$ cat src/hdl/fpck_pkg.sv
// ---------------------------------------------------------------------------
// fpck_pkg
// Key codes, operator codes and fixed point constants of the calculator.
// ---------------------------------------------------------------------------
package fpck_pkg;

    typedef logic [63:0] word_t;

    // Key codes
    localparam logic [3:0] OP_DIGIT = 4'd0;
    localparam logic [3:0] OP_POINT = 4'd1;
    localparam logic [3:0] OP_CLEAR = 4'd2;
    localparam logic [3:0] OP_BKSP  = 4'd3;
    localparam logic [3:0] OP_SQR   = 4'd4;
    localparam logic [3:0] OP_ROOT  = 4'd5;
    localparam logic [3:0] OP_EQ    = 4'd6;
    localparam logic [3:0] OP_ADD   = 4'd7;
    localparam logic [3:0] OP_SUB   = 4'd8;
    localparam logic [3:0] OP_MUL   = 4'd9;
    localparam logic [3:0] OP_DIV   = 4'd10;

    // Pending operator codes
    localparam logic [2:0] PEND_NONE = 3'd0;
    localparam logic [2:0] PEND_ADD  = 3'd1;
    localparam logic [2:0] PEND_SUB  = 3'd2;
    localparam logic [2:0] PEND_MUL  = 3'd3;
    localparam logic [2:0] PEND_DIV  = 3'd4;

    // Fixed point constants
    localparam word_t SCALE      = 64'd1000000;
    localparam word_t ROOT_SCALE = 64'd1000;
    localparam word_t TEN        = 64'd10;

    // Last fraction digit position that still counts
    localparam logic [2:0] FRAC_LAST = 3'd6;

    // Integer digit scaled to fixed point
    function automatic logic [23:0] digit_scaled(input logic [3:0] d);
        digit_scaled = 24'(d) * 24'd1000000;
    endfunction

    // Fraction digit at position k (1..6) scaled to fixed point
    function automatic logic [23:0] digit_part(input logic [3:0] d, input logic [2:0] k);
        logic [23:0] w;
        case (k)
            3'd1:    w = 24'd100000;
            3'd2:    w = 24'd10000;
            3'd3:    w = 24'd1000;
            3'd4:    w = 24'd100;
            3'd5:    w = 24'd10;
            3'd6:    w = 24'd1;
            default: w = 24'd0;
        endcase
        digit_part = 24'(d) * w;
    endfunction

endpackage

$ cat src/hdl/fixed_point_calculator_keys.sv
// ---------------------------------------------------------------------------
// fixed_point_calculator_keys
// Key-driven four-function calculator in signed fixed point (scale 1e6).
// ---------------------------------------------------------------------------
// Most keys go straight to finishing; an integer digit adds a digit step,
// backspace uses the divider, square or a folded multiply or divide uses the
// multiplier then the divider; root loops divider steps, then scales by 1000.
// One item at a time; the next key is taken while the last result waits.
// Reset: asynchronous, active low; value and accumulator clear, new entry set.
module fixed_point_calculator_keys
(
    input  logic        clk,
    input  logic        rst_n,
    input  logic        s_tvalid,
    output logic        s_tready,
    input  logic [7:0]  s_tdata,   // [3:0] digit_value, [7:4] zero
    input  logic [3:0]  s_tuser,   // [3:0] operation
    output logic        m_tvalid,
    input  logic        m_tready,
    output logic [63:0] m_tdata,   // [63:0] display_value
    output logic [0:0]  m_tuser    // [0] error_shown
);

    localparam logic [2:0] S_IDLE  = 3'd0;
    localparam logic [2:0] S_DIG   = 3'd1;
    localparam logic [2:0] S_MUL   = 3'd2;
    localparam logic [2:0] S_DIV   = 3'd3;
    localparam logic [2:0] S_RCMP  = 3'd4;
    localparam logic [2:0] S_RSTEP = 3'd5;
    localparam logic [2:0] S_RCHK  = 3'd6;
    localparam logic [2:0] S_FIN   = 3'd7;

    localparam logic [1:0] D_ENT  = 2'd0;
    localparam logic [1:0] D_ACC  = 2'd1;
    localparam logic [1:0] D_BOTH = 2'd2;

    logic [2:0]      state_reg, state_next;
    fpck_pkg::word_t acc_reg, acc_next;
    fpck_pkg::word_t ent_reg, ent_next;
    logic [2:0]      pend_reg, pend_next;
    logic            nef_reg, nef_next;
    logic            err_reg, err_next;
    logic            frac_reg, frac_next;
    logic [2:0]      fexp_reg, fexp_next;
    logic            root_reg, root_next;
    logic            rfin_reg, rfin_next;
    logic [1:0]      dest_reg, dest_next;
    logic            ov_reg, ov_next;
    logic            mst_reg, mst_next;
    logic            dst_reg, dst_next;

    fpck_pkg::word_t tmp_reg, tmp_next;
    fpck_pkg::word_t rx_reg, rx_next;
    fpck_pkg::word_t ry_reg, ry_next;
    fpck_pkg::word_t divb_reg, divb_next;
    fpck_pkg::word_t ma_reg, ma_next;
    fpck_pkg::word_t mb_reg, mb_next;
    fpck_pkg::word_t da_reg, da_next;
    fpck_pkg::word_t db_reg, db_next;
    logic [3:0]      dig_reg, dig_next;
    fpck_pkg::word_t od_reg, od_next;
    logic            oe_reg, oe_next;

    logic            mul_done, div_done;
    fpck_pkg::word_t prod, quot;

    fpck_mul u_mul
    (
        .clk     (clk),
        .rst_n   (rst_n),
        .start   (mst_reg),
        .a       (ma_reg),
        .b       (mb_reg),
        .done    (mul_done),
        .product (prod)
    );

    fpck_div u_div
    (
        .clk   (clk),
        .rst_n (rst_n),
        .start (dst_reg),
        .a     (da_reg),
        .b     (db_reg),
        .done  (div_done),
        .quot  (quot)
    );

    assign s_tready = (state_reg == S_IDLE);

    // Key decode and sequencing
    always_comb
    begin
        logic [3:0]      op;
        logic [3:0]      d;
        logic            both;
        logic            do_apply;
        fpck_pkg::word_t sum;
        fpck_pkg::word_t part;
        fpck_pkg::word_t dsc;

        op   = s_tuser;
        d    = s_tdata[3:0];
        both = 1'b0;
        do_apply = 1'b0;
        sum  = '0;
        part = 64'(fpck_pkg::digit_part(d, fexp_reg));
        dsc  = 64'(fpck_pkg::digit_scaled(dig_reg));

        state_next = state_reg;
        acc_next   = acc_reg;
        ent_next   = ent_reg;
        pend_next  = pend_reg;
        nef_next   = nef_reg;
        err_next   = err_reg;
        frac_next  = frac_reg;
        fexp_next  = fexp_reg;
        root_next  = root_reg;
        rfin_next  = rfin_reg;
        dest_next  = dest_reg;
        ov_next    = ov_reg && !m_tready;
        mst_next   = 1'b0;
        dst_next   = 1'b0;
        tmp_next   = tmp_reg;
        rx_next    = rx_reg;
        ry_next    = ry_reg;
        divb_next  = divb_reg;
        ma_next    = ma_reg;
        mb_next    = mb_reg;
        da_next    = da_reg;
        db_next    = db_reg;
        dig_next   = dig_reg;
        od_next    = od_reg;
        oe_next    = oe_reg;

        case (state_reg)
            S_IDLE:
            begin
                if (s_tvalid)
                begin
                    state_next = S_FIN;
                    rfin_next  = 1'b0;
                    case (op)
                        fpck_pkg::OP_DIGIT:
                        begin
                            err_next = 1'b0;
                            if (nef_reg || err_reg)
                            begin
                                ent_next  = 64'(fpck_pkg::digit_scaled(d));
                                nef_next  = 1'b0;
                                frac_next = 1'b0;
                            end
                            else if (frac_reg)
                            begin
                                if (fexp_reg <= fpck_pkg::FRAC_LAST)
                                begin
                                    ent_next  = ent_reg[63] ? (ent_reg - part)
                                                            : (ent_reg + part);
                                    fexp_next = fexp_reg + 3'd1;
                                end
                            end
                            else
                            begin
                                tmp_next   = {ent_reg[60:0], 3'b000} + {ent_reg[62:0], 1'b0};
                                dig_next   = d;
                                state_next = S_DIG;
                            end
                        end
                        fpck_pkg::OP_POINT:
                        begin
                            if (nef_reg)
                            begin
                                ent_next = '0;
                                nef_next = 1'b0;
                            end
                            if (!frac_reg)
                            begin
                                frac_next = 1'b1;
                                fexp_next = 3'd1;
                            end
                        end
                        fpck_pkg::OP_CLEAR:
                        begin
                            ent_next  = '0;
                            acc_next  = '0;
                            pend_next = fpck_pkg::PEND_NONE;
                            nef_next  = 1'b1;
                            err_next  = 1'b0;
                            frac_next = 1'b0;
                        end
                        fpck_pkg::OP_BKSP:
                        begin
                            if (!nef_reg && !err_reg)
                            begin
                                if (frac_reg)
                                begin
                                    ent_next = '0;
                                    nef_next = 1'b1;
                                end
                                else
                                begin
                                    da_next    = ent_reg;
                                    db_next    = fpck_pkg::TEN;
                                    dst_next   = 1'b1;
                                    dest_next  = D_ENT;
                                    state_next = S_DIV;
                                end
                            end
                        end
                        fpck_pkg::OP_SQR:
                        begin
                            nef_next   = 1'b1;
                            ma_next    = ent_reg;
                            mb_next    = ent_reg;
                            mst_next   = 1'b1;
                            divb_next  = fpck_pkg::SCALE;
                            dest_next  = D_ENT;
                            state_next = S_MUL;
                        end
                        fpck_pkg::OP_ROOT:
                        begin
                            nef_next = 1'b1;
                            if (ent_reg[63])
                            begin
                                err_next = 1'b1;
                            end
                            else
                            begin
                                rx_next    = ent_reg;
                                ry_next    = 64'd1;
                                root_next  = 1'b1;
                                state_next = S_RCMP;
                            end
                        end
                        fpck_pkg::OP_EQ:
                        begin
                            pend_next = fpck_pkg::PEND_NONE;
                            nef_next  = 1'b1;
                            frac_next = 1'b0;
                            both      = 1'b1;
                            do_apply  = 1'b1;
                        end
                        fpck_pkg::OP_ADD, fpck_pkg::OP_SUB,
                        fpck_pkg::OP_MUL, fpck_pkg::OP_DIV:
                        begin
                            if (!nef_reg)
                            begin
                                if (pend_reg != fpck_pkg::PEND_NONE)
                                begin
                                    do_apply = 1'b1;
                                end
                                else
                                begin
                                    acc_next = ent_reg;
                                end
                            end
                            pend_next = 3'(op - fpck_pkg::OP_EQ);
                            nef_next  = 1'b1;
                            frac_next = 1'b0;
                        end
                        default:
                        begin
                        end
                    endcase

                    // Fold the pending operator into the accumulator
                    if (do_apply)
                    begin
                        dest_next = both ? D_BOTH : D_ACC;
                        case (pend_reg)
                            fpck_pkg::PEND_ADD, fpck_pkg::PEND_SUB:
                            begin
                                sum = (pend_reg == fpck_pkg::PEND_ADD) ? (acc_reg + ent_reg)
                                                                       : (acc_reg - ent_reg);
                                acc_next = sum;
                                if (both)
                                begin
                                    ent_next = sum;
                                end
                            end
                            fpck_pkg::PEND_MUL:
                            begin
                                ma_next    = acc_reg;
                                mb_next    = ent_reg;
                                mst_next   = 1'b1;
                                divb_next  = fpck_pkg::SCALE;
                                state_next = S_MUL;
                            end
                            fpck_pkg::PEND_DIV:
                            begin
                                if (ent_reg == '0)
                                begin
                                    err_next = 1'b1;
                                    if (both)
                                    begin
                                        ent_next = acc_reg;
                                    end
                                end
                                else
                                begin
                                    ma_next    = acc_reg;
                                    mb_next    = fpck_pkg::SCALE;
                                    mst_next   = 1'b1;
                                    divb_next  = ent_reg;
                                    state_next = S_MUL;
                                end
                            end
                            default:
                            begin
                                acc_next = ent_reg;
                            end
                        endcase
                    end
                end
            end
            // Integer digit: value times ten plus or minus the digit
            S_DIG:
            begin
                ent_next   = ent_reg[63] ? (tmp_reg - dsc) : (tmp_reg + dsc);
                state_next = S_FIN;
            end
            S_MUL:
            begin
                if (mul_done)
                begin
                    if (rfin_reg)
                    begin
                        ent_next   = prod;
                        rfin_next  = 1'b0;
                        state_next = S_FIN;
                    end
                    else
                    begin
                        da_next    = prod;
                        db_next    = divb_reg;
                        dst_next   = 1'b1;
                        state_next = S_DIV;
                    end
                end
            end
            S_DIV:
            begin
                if (div_done)
                begin
                    if (root_reg)
                    begin
                        ry_next    = quot;
                        state_next = S_RCMP;
                    end
                    else
                    begin
                        case (dest_reg)
                            D_ACC:
                            begin
                                acc_next = quot;
                            end
                            D_BOTH:
                            begin
                                acc_next = quot;
                                ent_next = quot;
                            end
                            default:
                            begin
                                ent_next = quot;
                            end
                        endcase
                        state_next = S_FIN;
                    end
                end
            end
            // Babylonian root: loop while x > y, then scale by 1000
            S_RCMP:
            begin
                if (rx_reg > ry_reg)
                begin
                    state_next = S_RSTEP;
                end
                else
                begin
                    root_next  = 1'b0;
                    ma_next    = rx_reg;
                    mb_next    = fpck_pkg::ROOT_SCALE;
                    mst_next   = 1'b1;
                    rfin_next  = 1'b1;
                    state_next = S_MUL;
                end
            end
            S_RSTEP:
            begin
                rx_next = {1'b0, rx_reg[63:1]} + {1'b0, ry_reg[63:1]}
                        + {63'd0, rx_reg[0] & ry_reg[0]};
                state_next = S_RCHK;
            end
            S_RCHK:
            begin
                if (rx_reg == '0)
                begin
                    ent_next   = '0;
                    root_next  = 1'b0;
                    state_next = S_FIN;
                end
                else
                begin
                    da_next    = ent_reg;
                    db_next    = rx_reg;
                    dst_next   = 1'b1;
                    state_next = S_DIV;
                end
            end
            // Hand the result to the output register once it is free
            S_FIN:
            begin
                if (!ov_reg || m_tready)
                begin
                    ov_next    = 1'b1;
                    od_next    = ent_reg;
                    oe_next    = err_reg;
                    state_next = S_IDLE;
                end
            end
            default:
            begin
                state_next = S_IDLE;
            end
        endcase
    end

    always_ff @(posedge clk or negedge rst_n)
    begin
        if (!rst_n)
        begin
            state_reg <= S_IDLE;
            acc_reg   <= '0;
            ent_reg   <= '0;
            pend_reg  <= fpck_pkg::PEND_NONE;
            nef_reg   <= 1'b1;
            err_reg   <= 1'b0;
            frac_reg  <= 1'b0;
            fexp_reg  <= 3'd1;
            root_reg  <= 1'b0;
            rfin_reg  <= 1'b0;
            dest_reg  <= D_ENT;
            ov_reg    <= 1'b0;
            mst_reg   <= 1'b0;
            dst_reg   <= 1'b0;
        end
        else
        begin
            state_reg <= state_next;
            acc_reg   <= acc_next;
            ent_reg   <= ent_next;
            pend_reg  <= pend_next;
            nef_reg   <= nef_next;
            err_reg   <= err_next;
            frac_reg  <= frac_next;
            fexp_reg  <= fexp_next;
            root_reg  <= root_next;
            rfin_reg  <= rfin_next;
            dest_reg  <= dest_next;
            ov_reg    <= ov_next;
            mst_reg   <= mst_next;
            dst_reg   <= dst_next;
        end
    end

    always_ff @(posedge clk)
    begin
        tmp_reg  <= tmp_next;
        rx_reg   <= rx_next;
        ry_reg   <= ry_next;
        divb_reg <= divb_next;
        ma_reg   <= ma_next;
        mb_reg   <= mb_next;
        da_reg   <= da_next;
        db_reg   <= db_next;
        dig_reg  <= dig_next;
        od_reg   <= od_next;
        oe_reg   <= oe_next;
    end

    assign m_tvalid = ov_reg;
    assign m_tdata  = od_reg;
    assign m_tuser  = oe_reg;

endmodule

$ cat src/hdl/fpck_mul.sv
// ---------------------------------------------------------------------------
// fpck_mul
// Bit-serial shift-add multiplier, low 64 bits of the product.
// ---------------------------------------------------------------------------
module fpck_mul
(
    input  logic           clk,
    input  logic           rst_n,
    input  logic           start,
    input  fpck_pkg::word_t a,
    input  fpck_pkg::word_t b,
    output logic           done,
    output fpck_pkg::word_t product
);

    logic            busy_reg, busy_next;
    logic            done_reg, done_next;
    logic [5:0]      cnt_reg, cnt_next;
    fpck_pkg::word_t a_reg, a_next;
    fpck_pkg::word_t b_reg, b_next;
    fpck_pkg::word_t p_reg, p_next;

    // One multiplier bit per cycle
    always_comb
    begin
        busy_next = busy_reg;
        done_next = 1'b0;
        cnt_next  = cnt_reg;
        a_next    = a_reg;
        b_next    = b_reg;
        p_next    = p_reg;
        if (!busy_reg)
        begin
            if (start)
            begin
                a_next    = a;
                b_next    = b;
                p_next    = '0;
                cnt_next  = '0;
                busy_next = 1'b1;
            end
        end
        else
        begin
            if (b_reg[0])
            begin
                p_next = p_reg + a_reg;
            end
            a_next   = {a_reg[62:0], 1'b0};
            b_next   = {1'b0, b_reg[63:1]};
            cnt_next = cnt_reg + 6'd1;
            if (cnt_reg == 6'd63)
            begin
                busy_next = 1'b0;
                done_next = 1'b1;
            end
        end
    end

    always_ff @(posedge clk or negedge rst_n)
    begin
        if (!rst_n)
        begin
            busy_reg <= 1'b0;
            done_reg <= 1'b0;
            cnt_reg  <= '0;
        end
        else
        begin
            busy_reg <= busy_next;
            done_reg <= done_next;
            cnt_reg  <= cnt_next;
        end
    end

    always_ff @(posedge clk)
    begin
        a_reg <= a_next;
        b_reg <= b_next;
        p_reg <= p_next;
    end

    assign done    = done_reg;
    assign product = p_reg;

endmodule

$ cat src/hdl/fpck_div.sv
// ---------------------------------------------------------------------------
// fpck_div
// Bit-serial signed divider, truncating toward zero; a start is taken only when idle.
// ---------------------------------------------------------------------------
module fpck_div
(
    input  logic           clk,
    input  logic           rst_n,
    input  logic           start,
    input  fpck_pkg::word_t a,
    input  fpck_pkg::word_t b,
    output logic           done,
    output fpck_pkg::word_t quot
);

    localparam logic [1:0] P_IDLE = 2'd0;
    localparam logic [1:0] P_RUN  = 2'd1;
    localparam logic [1:0] P_FIX  = 2'd2;

    logic [1:0]      phase_reg, phase_next;
    logic            done_reg, done_next;
    logic [5:0]      cnt_reg, cnt_next;
    logic            neg_reg, neg_next;
    fpck_pkg::word_t q_reg, q_next;
    fpck_pkg::word_t rem_reg, rem_next;
    fpck_pkg::word_t mb_reg, mb_next;
    logic [64:0]     r2;

    // Magnitudes in, one quotient bit a cycle, sign fixed at the end
    always_comb
    begin
        phase_next = phase_reg;
        done_next  = 1'b0;
        cnt_next   = cnt_reg;
        neg_next   = neg_reg;
        q_next     = q_reg;
        rem_next   = rem_reg;
        mb_next    = mb_reg;
        r2         = {rem_reg, q_reg[63]};
        case (phase_reg)
            P_IDLE:
            begin
                if (start)
                begin
                    neg_next   = a[63] ^ b[63];
                    q_next     = a[63] ? (64'd0 - a) : a;
                    mb_next    = b[63] ? (64'd0 - b) : b;
                    rem_next   = '0;
                    cnt_next   = '0;
                    phase_next = P_RUN;
                end
            end
            P_RUN:
            begin
                if (r2 >= {1'b0, mb_reg})
                begin
                    rem_next = 64'(r2 - {1'b0, mb_reg});
                    q_next   = {q_reg[62:0], 1'b1};
                end
                else
                begin
                    rem_next = r2[63:0];
                    q_next   = {q_reg[62:0], 1'b0};
                end
                cnt_next = cnt_reg + 6'd1;
                if (cnt_reg == 6'd63)
                begin
                    phase_next = P_FIX;
                end
            end
            P_FIX:
            begin
                if (neg_reg)
                begin
                    q_next = 64'd0 - q_reg;
                end
                done_next  = 1'b1;
                phase_next = P_IDLE;
            end
            default:
            begin
                phase_next = P_IDLE;
            end
        endcase
    end

    always_ff @(posedge clk or negedge rst_n)
    begin
        if (!rst_n)
        begin
            phase_reg <= P_IDLE;
            done_reg  <= 1'b0;
            cnt_reg   <= '0;
        end
        else
        begin
            phase_reg <= phase_next;
            done_reg  <= done_next;
            cnt_reg   <= cnt_next;
        end
    end

    always_ff @(posedge clk)
    begin
        neg_reg <= neg_next;
        q_reg   <= q_next;
        rem_reg <= rem_next;
        mb_reg  <= mb_next;
    end

    assign done = done_reg;
    assign quot = q_reg;

endmodule

$ cat config.mk
export PLATFORM = sky130hd
export DESIGN_NAME = fixed_point_calculator_keys
export DESIGN_NICKNAME = d
export VERILOG_FILES = /design/src/hdl/fpck_pkg.sv /design/src/hdl/fixed_point_calculator_keys.sv /design/src/hdl/fpck_mul.sv /design/src/hdl/fpck_div.sv
export SDC_FILE = /design/constraint.sdc
export NUM_CORES = 2
export LEC_CHECK = 0
export ABC_CLOCK_PERIOD_IN_PS = 26700
export BUFFER_PORTS_ARGS = -buffer_cell sky130_fd_sc_hd__buf_2
export CAP_MARGIN = 20
export CORE_MARGIN = 2
export CORE_UTILIZATION = 65
export DETAILED_ROUTE_END_ITERATION = 10
export PLACE_DENSITY = 0.82
export SYNTH_ARGS = -nofsm -noshare
export SYNTH_HDL_FRONTEND = slang
export SYNTH_SLANG_ARGS = --single-unit
$ cat constraint.sdc
create_clock -name clk -period 26.7 [get_ports clk]
set_input_delay 2.67 -clock clk [delete_from_list [all_inputs] [get_ports clk]]
set_output_delay 2.67 -clock clk [all_outputs]
set_load 0.03 [all_outputs]
* After elaboration in Yosys (flattened, before gate mapping)
Cells that the tools add are included.
** Word-level totals
- Bits in registers :: 1130
- Latch bits :: 0
- Memory bits (writable) :: 0
- Bits in read-only memories :: 0
- Output and inout port bits :: 67
- Logic and storage cells :: 373
- Memories :: 0
** Operators by class
- Add/subtract/negate cells :: 18
- Multiply operators :: 3
- Divide/modulo/power cells :: 0
- $lt $le $gt $ge :: 3
- Equality and inequality tests :: 64
- Shift operators :: 0
- Muxes and demuxes :: 181
- Bitwise logic cells :: 4
- Reduce and logical (&&, ||, !) cells :: 59
** Operators with widths (number)
- $mux W64 :: 72
- $pmux W64 S2 :: 12
- $pmux W64 S3 :: 3
- $pmux W64 S5 :: 1
- $pmux W64 S4 :: 1
- $add A64 B64 Y64 :: 3
- $sub A1 B64 Y64 const A :: 3
- $mux W63 :: 3
- $add A64 B24 Y64 :: 2
- $logic_not A64 Y1 :: 2
- $sub A64 B24 Y64 :: 2
- $sub A64 B64 Y64 :: 2
- $pmux W17 S6 :: 1
- $ge A65 B64 Y1 :: 1
- $add A63 B63 Y64 :: 1
- $add A64 B1 Y64 :: 1
- $gt A64 B64 Y1 :: 1
- $mux W3 :: 17
- $ne A2 B2 Y1 const B :: 22
- $mux W1 :: 43
- $mul A4 B14 Y18 const B :: 2
- $eq A3 B3 Y1 const B :: 8
- $mul A4 B24 Y24 :: 1
- $pmux W3 S8 :: 1
- other kinds (48) :: 127

* Logic depth before layout (Yosys ltp)
- Depth after elaboration :: 15
- Gate-level depth with buffers :: 36
- Depth with buffers taken out :: 34

* Cells and area by module
Synthesis repeated with hierarchy kept, for this count alone.
** Second synthesis, totals
- Cells, all modules :: 9673
- Area, all modules :: 86327.8 sq um
** By module, submodules not included
- fixed_point_calculator_keys :: instances 1, cells an instance 6777, area each 58235.9 sq um
- fpck_div :: instances 1, cells an instance 1861, area each 16392.0 sq um
- fpck_mul :: instances 1, cells an instance 1035, area each 11700.0 sq um

* Least setup slack after synthesis
Ideal clock, no wire load.
- Path kind :: input port to flip-flop
- From :: in s_tuser[0]
- To :: reg da_reg[0], enable pin
- Setup time :: 0.659 ns
- Data arrival time :: 9.654 ns
- Data required time :: 26.041 ns
- Slack :: 16.387 ns
- Stages :: 4
- Cells stage by stage :: clkbuf_1 > clkbuf_1 > nand4_1 > o22ai_1
** On the way
- Longest elaborated chain between the ends :: 3
** Ends and longest elaborated chain
- start: declaration :: RTL line fixed_point_calculator_keys.sv:17 : input logic [3:0] s_tuser,
- $eq A4 B2 Y1 :: RTL line fixed_point_calculator_keys.sv:143 : case (op)
- $ne A2 B1 Y1 (no line)
- $reduce_and A8 Y1 (no line)
- end signal: assignment :: RTL line fixed_point_calculator_keys.sv:474 : da_reg <= da_next;
- end: declaration :: RTL line fixed_point_calculator_keys.sv:58 : fpck_pkg::word_t da_reg, da_next;
No other way between the ends.
A chain may end at the register's enable or synchronous reset.

* Worst setup path in the final report
- From :: in s_tdata[1]
- To :: reg ent_reg[63]
** On the way
- Longest elaborated chain between the ends :: 13
- Elaborated cells between the ends (all ways) :: 15
** Ends and longest elaborated chain
- start: declaration :: RTL line fixed_point_calculator_keys.sv:16 : input logic [7:0] s_tdata,
- $mul A4 B24 Y24 (*) :: RTL line fpck_pkg.sv:54 : digit_part = 24'(d) * w;
- $add A64 B24 Y64 or $sub A64 B24 Y64 (tied branches) :: RTL line fixed_point_calculator_keys.sv:158, fixed_point_calculator_keys.sv:157
- $mux W64 (*) :: RTL line fixed_point_calculator_keys.sv:157 : ent_next = ent_reg[63] ? (ent_reg - part)
- $mux W64 (*) :: RTL line fixed_point_calculator_keys.sv:155 : if (fexp_reg <= fpck_pkg::FRAC_LAST)
- $mux W64 (*) :: RTL line fixed_point_calculator_keys.sv:153 : else if (frac_reg)
- $mux W64 (*) :: RTL line fixed_point_calculator_keys.sv:147 : if (nef_reg || err_reg)
- $pmux W64 S4 (*) :: RTL line fixed_point_calculator_keys.sv:143
- $mux W64 :: RTL line fixed_point_calculator_keys.sv:294 : if (both)
- $mux W64 :: RTL line fixed_point_calculator_keys.sv:291 : if (ent_reg == '0)
- $pmux W64 S2 :: RTL line fixed_point_calculator_keys.sv:270 : case (pend_reg)
- $mux W64 (*) :: RTL line fixed_point_calculator_keys.sv:267 : if (do_apply)
- $mux W64 (*) :: RTL line fixed_point_calculator_keys.sv:139 : if (s_tvalid)
- $pmux W64 S5 (*) :: RTL line fixed_point_calculator_keys.sv:136 : case (state_reg)
- end signal: assignment :: RTL line fixed_point_calculator_keys.sv:451 : ent_reg <= ent_next;
- end: declaration :: RTL line fixed_point_calculator_keys.sv:39 : fpck_pkg::word_t ent_reg, ent_next;
Every way passes the cells marked *; elsewhere a longest branch is shown, timed or not. The select of a mux whose other input is x is not followed.

==> impl_metrics.yaml <==
run_status:
  status: "complete, but fails checks"
  violations: "DRC"
setup_path:
  critical-path-top-cell-by-count: "inv_1"
  cpPeakStageDelay_ns: 1.31
  startpoint_type: "input port"
  crit_slowest_cell: "o21ai_0"
  timing.critical_path.to_type: "flip-flop"
  worstPathArrival_ns: 13.43
  required_ns: 27.35
  critical_path_fanout_max: 13
  crit_type: "input port to flip-flop"
detailed_routing:
  vias_per_std_cell: 7.02
  first_drt_pass_iteration_count: 11
  drt_iter0_drc: 10721
  detail-route-antenna-nets: 0
  route.final.wire_length_microns: 314000
  total_via_count_after_detailed_routing: 81426
  drt_drc_violations_left: 3
  wl_per_cell_microns: 27.1
cts:
  clock_sinks: 1129
  max-clock-path-buffers: 3
  cts_hold_buffers: 0
  postCtsResizedCells: 0
  cts.reportedPaths.clkPinSlew_ns: 0.06
  cts_inserted_buffers: 119
  worst_skew_pair.late_latency_ns: 0.82
  tritoncts_clock_tree: "built"
  cts_setup_buffers: 0
  clk_root_buffer_cell: "clkbuf_16"
  cts_max_level: 3
place:
  place.port_buffers: 78
  placement.setup.worst_slack_ns: 13.51
  place.gp.congestion: 1.09
  dp_hpwl_microns: 235000
grt:
  total_congestion_overflow: 0
  vias_in_the_first_global_route: 77605
  groute.usage.overall_pct: 44.3
  grt_start_max_net_pins: 96
  grt_antenna_before_repair: 5
  grt_first_pass_wirelength_microns: 465000
layout:
  multi_input_comb_area_sq_mm: 0.0511
  final_net_count: 10349
  seqCellArea_sq_mm: 0.0331
  final_layout_size_suffix_gt1_share_pct: 6.47
  syn_to_final_growth_pct: 6.68
  postLayoutCoreUtil_pct: 70.0
  fillerInstances: 10043
yosys:
  synth-edff-count: 963
  synth.cell_area_sq_mm: 0.0878
  synth-warning-count: 0
  synthCells: 9970
  synth_seq_area_share_pct: 37.6
  synth_ff_type: "edfxtp_1"
  mean_instance_size_in_the_synthesized_netlist_sq_um: 8.81
  mappedNetlistNets: 10604
  postSynth.asyncResetShare_pct: 14.5
  synth.distinct_cells: 93
  yosys_register_bits: 1129
sta:
  final_report_hold_violation_count: 0
  grt_setup_unrepaired: "false"
  finalHoldWorstSlack_ns: 0.474
  fmax_mhz: 78.2
  relSlewSlack_pct: 12.9
  tns_ns: 0
  setup_ws_ns: 13.92
  min_period_over_period_pct: 47.9
  timing_worst_slew_pin_value_ns: 1.30
  worst_clock_skew_ns: 0.0778
  period_minus_slack_ns: 12.78
  report.final.slew_viol_count: 0
  finalSetupViolations: 0
die:
  die_y_microns: 372
  top_level_ports: 83
  start_util_pct: 65.6
  floorplan.die_area_sq_mm: 0.138
  fp.coreArea_sq_mm: 0.134
  num_rows: 134
  die_w_microns: 372
power:
  power.density_cell_area_mw_per_mm2: 128
  leakagePower_nw: 38.5
  vdd_drop_max_v: 0.000118
  fin_total_pwr_mw: 12.0
hold_path:
  holdCritPathClass: "flip-flop to flip-flop"
job:
  drv.max_cap_violation_count: 0
synth_stat cells (27+ instances only):
| cell type | number | area [sq um] |
|---|---|---|
| nor4_1 | 61 | 382 |
| dfrtp_1 | 162 | 4050 |
| fa_1 | 37 | 741 |
| xnor2_1 | 449 | 3930 |
| o22ai_1 | 27 | 169 |
| a21o_1 | 257 | 1930 |
| or3_1 | 94 | 588 |
| mux2_2 | 70 | 788 |
| nor2_1 | 731 | 2740 |
| edfxtp_1 | 963 | 28900 |
| or4_1 | 43 | 323 |
| o21bai_1 | 94 | 706 |
| o31ai_1 | 140 | 1050 |
| nand2_1 | 1216 | 4560 |
| a221o_1 | 34 | 340 |
| nand2b_1 | 72 | 450 |
| nor3_1 | 171 | 856 |
| nor2b_1 | 131 | 820 |
| mux2i_1 | 138 | 1380 |
| nand4_1 | 127 | 795 |
| a221oi_1 | 72 | 631 |
| xor2_1 | 193 | 1690 |
| a22o_1 | 129 | 1130 |
| and3_1 | 114 | 713 |
| and2_1 | 93 | 582 |
| a21oi_1 | 953 | 4770 |
| o21ai_0 | 739 | 3700 |
| a31oi_1 | 106 | 663 |
| or2_2 | 40 | 250 |
| ha_1 | 581 | 7270 |
| nand3_1 | 156 | 781 |
| inv_1 | 438 | 1640 |
| o211ai_1 | 61 | 458 |
| a211oi_1 | 76 | 571 |
| a22oi_1 | 61 | 458 |
| clkbuf_1 | 582 | 2180 |
| o41ai_1 | 47 | 412 |
| o21a_1 | 64 | 480 |
| a21boi_0 | 46 | 345 |
per-stage QoR:
stage          area, sq um  std cells
2_1_floorplan        87800       9970
3_3_place_gp         89600      11356
3_5_place_dp         89600      11357
4_1_cts              93600      11583
5_1_grt              93700      11588
6_report             93700      11591
layout by cell type, fill, tap and decap left out, types with 72 or more instances in the layout:
cell type / instances
o31ai_1: 140
a221oi_1: 72
nor2b_1: 128
buf_2: 79
o21ai_0: 738
clkbuf_16: 119
edfxtp_1: 963
mux2i_1: 138
and2_1: 91
dfrtp_1: 158
and3_1: 113
nor2_1: 717
inv_1: 435
buf_4: 161
nand4_1: 127
a31oi_1: 105
nor3_1: 167
a211oi_1: 75
xor2_1: 193
or3_1: 94
ha_1: 578
o21bai_1: 94
a22o_1: 129
a21oi_1: 952
nand2_1: 1209
a21o_1: 257
nand3_1: 156
xnor2_1: 449
metal layers:
layer | wire (microns) | GRT usage, % | share of wire (%)
met4 | 21200 | 25.8 | 6.8
met2 | 135000 | 67.7 | 43
met3 | 44600 | 13.3 | 14
met5 | 57 | 0 | 0.018
met1 | 113000 | 55.6 | 36
critical path: cells and delay by family:
family	cells	cell delay, ns
and+or+nand+nor	9	2.59
AOI/OAI and AO/OA	12	5.37
adders and majority gates	4	1.87
buffers and inverters	6	0.90
cell type report:
type                       count  area share, %
sequential                  1129           35.3
clock buffer                 139           3.29
clock inverter                87           1.04
multi-input combinational   7784           54.5
tap                         1768           2.36
inverter                     438           1.76
antenna                        3        0.00801
timing repair buffer         243           1.74
path summary, 6_finish.rpt:
path | startpoint | endpoint | slack [ns] | cells after the start
worst max-delay path | s_tdata[1] | ent_reg[63] | 13.92 | 31
worst min-delay path | db_reg[0] | u_div.mb_reg[0] | 0.47 | 0
worst max register to register | fexp_reg[0] | ent_reg[63] | 14.71 | 32
worst min register to register | db_reg[0] | u_div.mb_reg[0] | 0.47 | 0
max in group asynchronous | rst_n | acc_reg[41] | 22.69 | 3
min in group asynchronous | rst_n | fexp_reg[2] | 1.81 | 1
report_power, final:
group	switching (mW)	internal [mW]
clock network	0.766	0.977
registers	0.456	2.43
logic	4.83	2.51
total	6.05	5.92
cell families (layout without fill, tap and decap cells):
family	count (synthesis)	count (layout)	share of synthesized area (%)
AOI/OAI and AO/OA	3165	3165	23.0
xor gates and xnor gates	642	642	6.40
adders and majority gates	618	618	9.12
buffers and inverters	1057	907	4.55
DFF	1129	1129	37.6
muxes	208	208	2.47
other	0	3	0
and+or+nand+nor	3151	3151	16.8
Power figures use the tool's default switching activity.
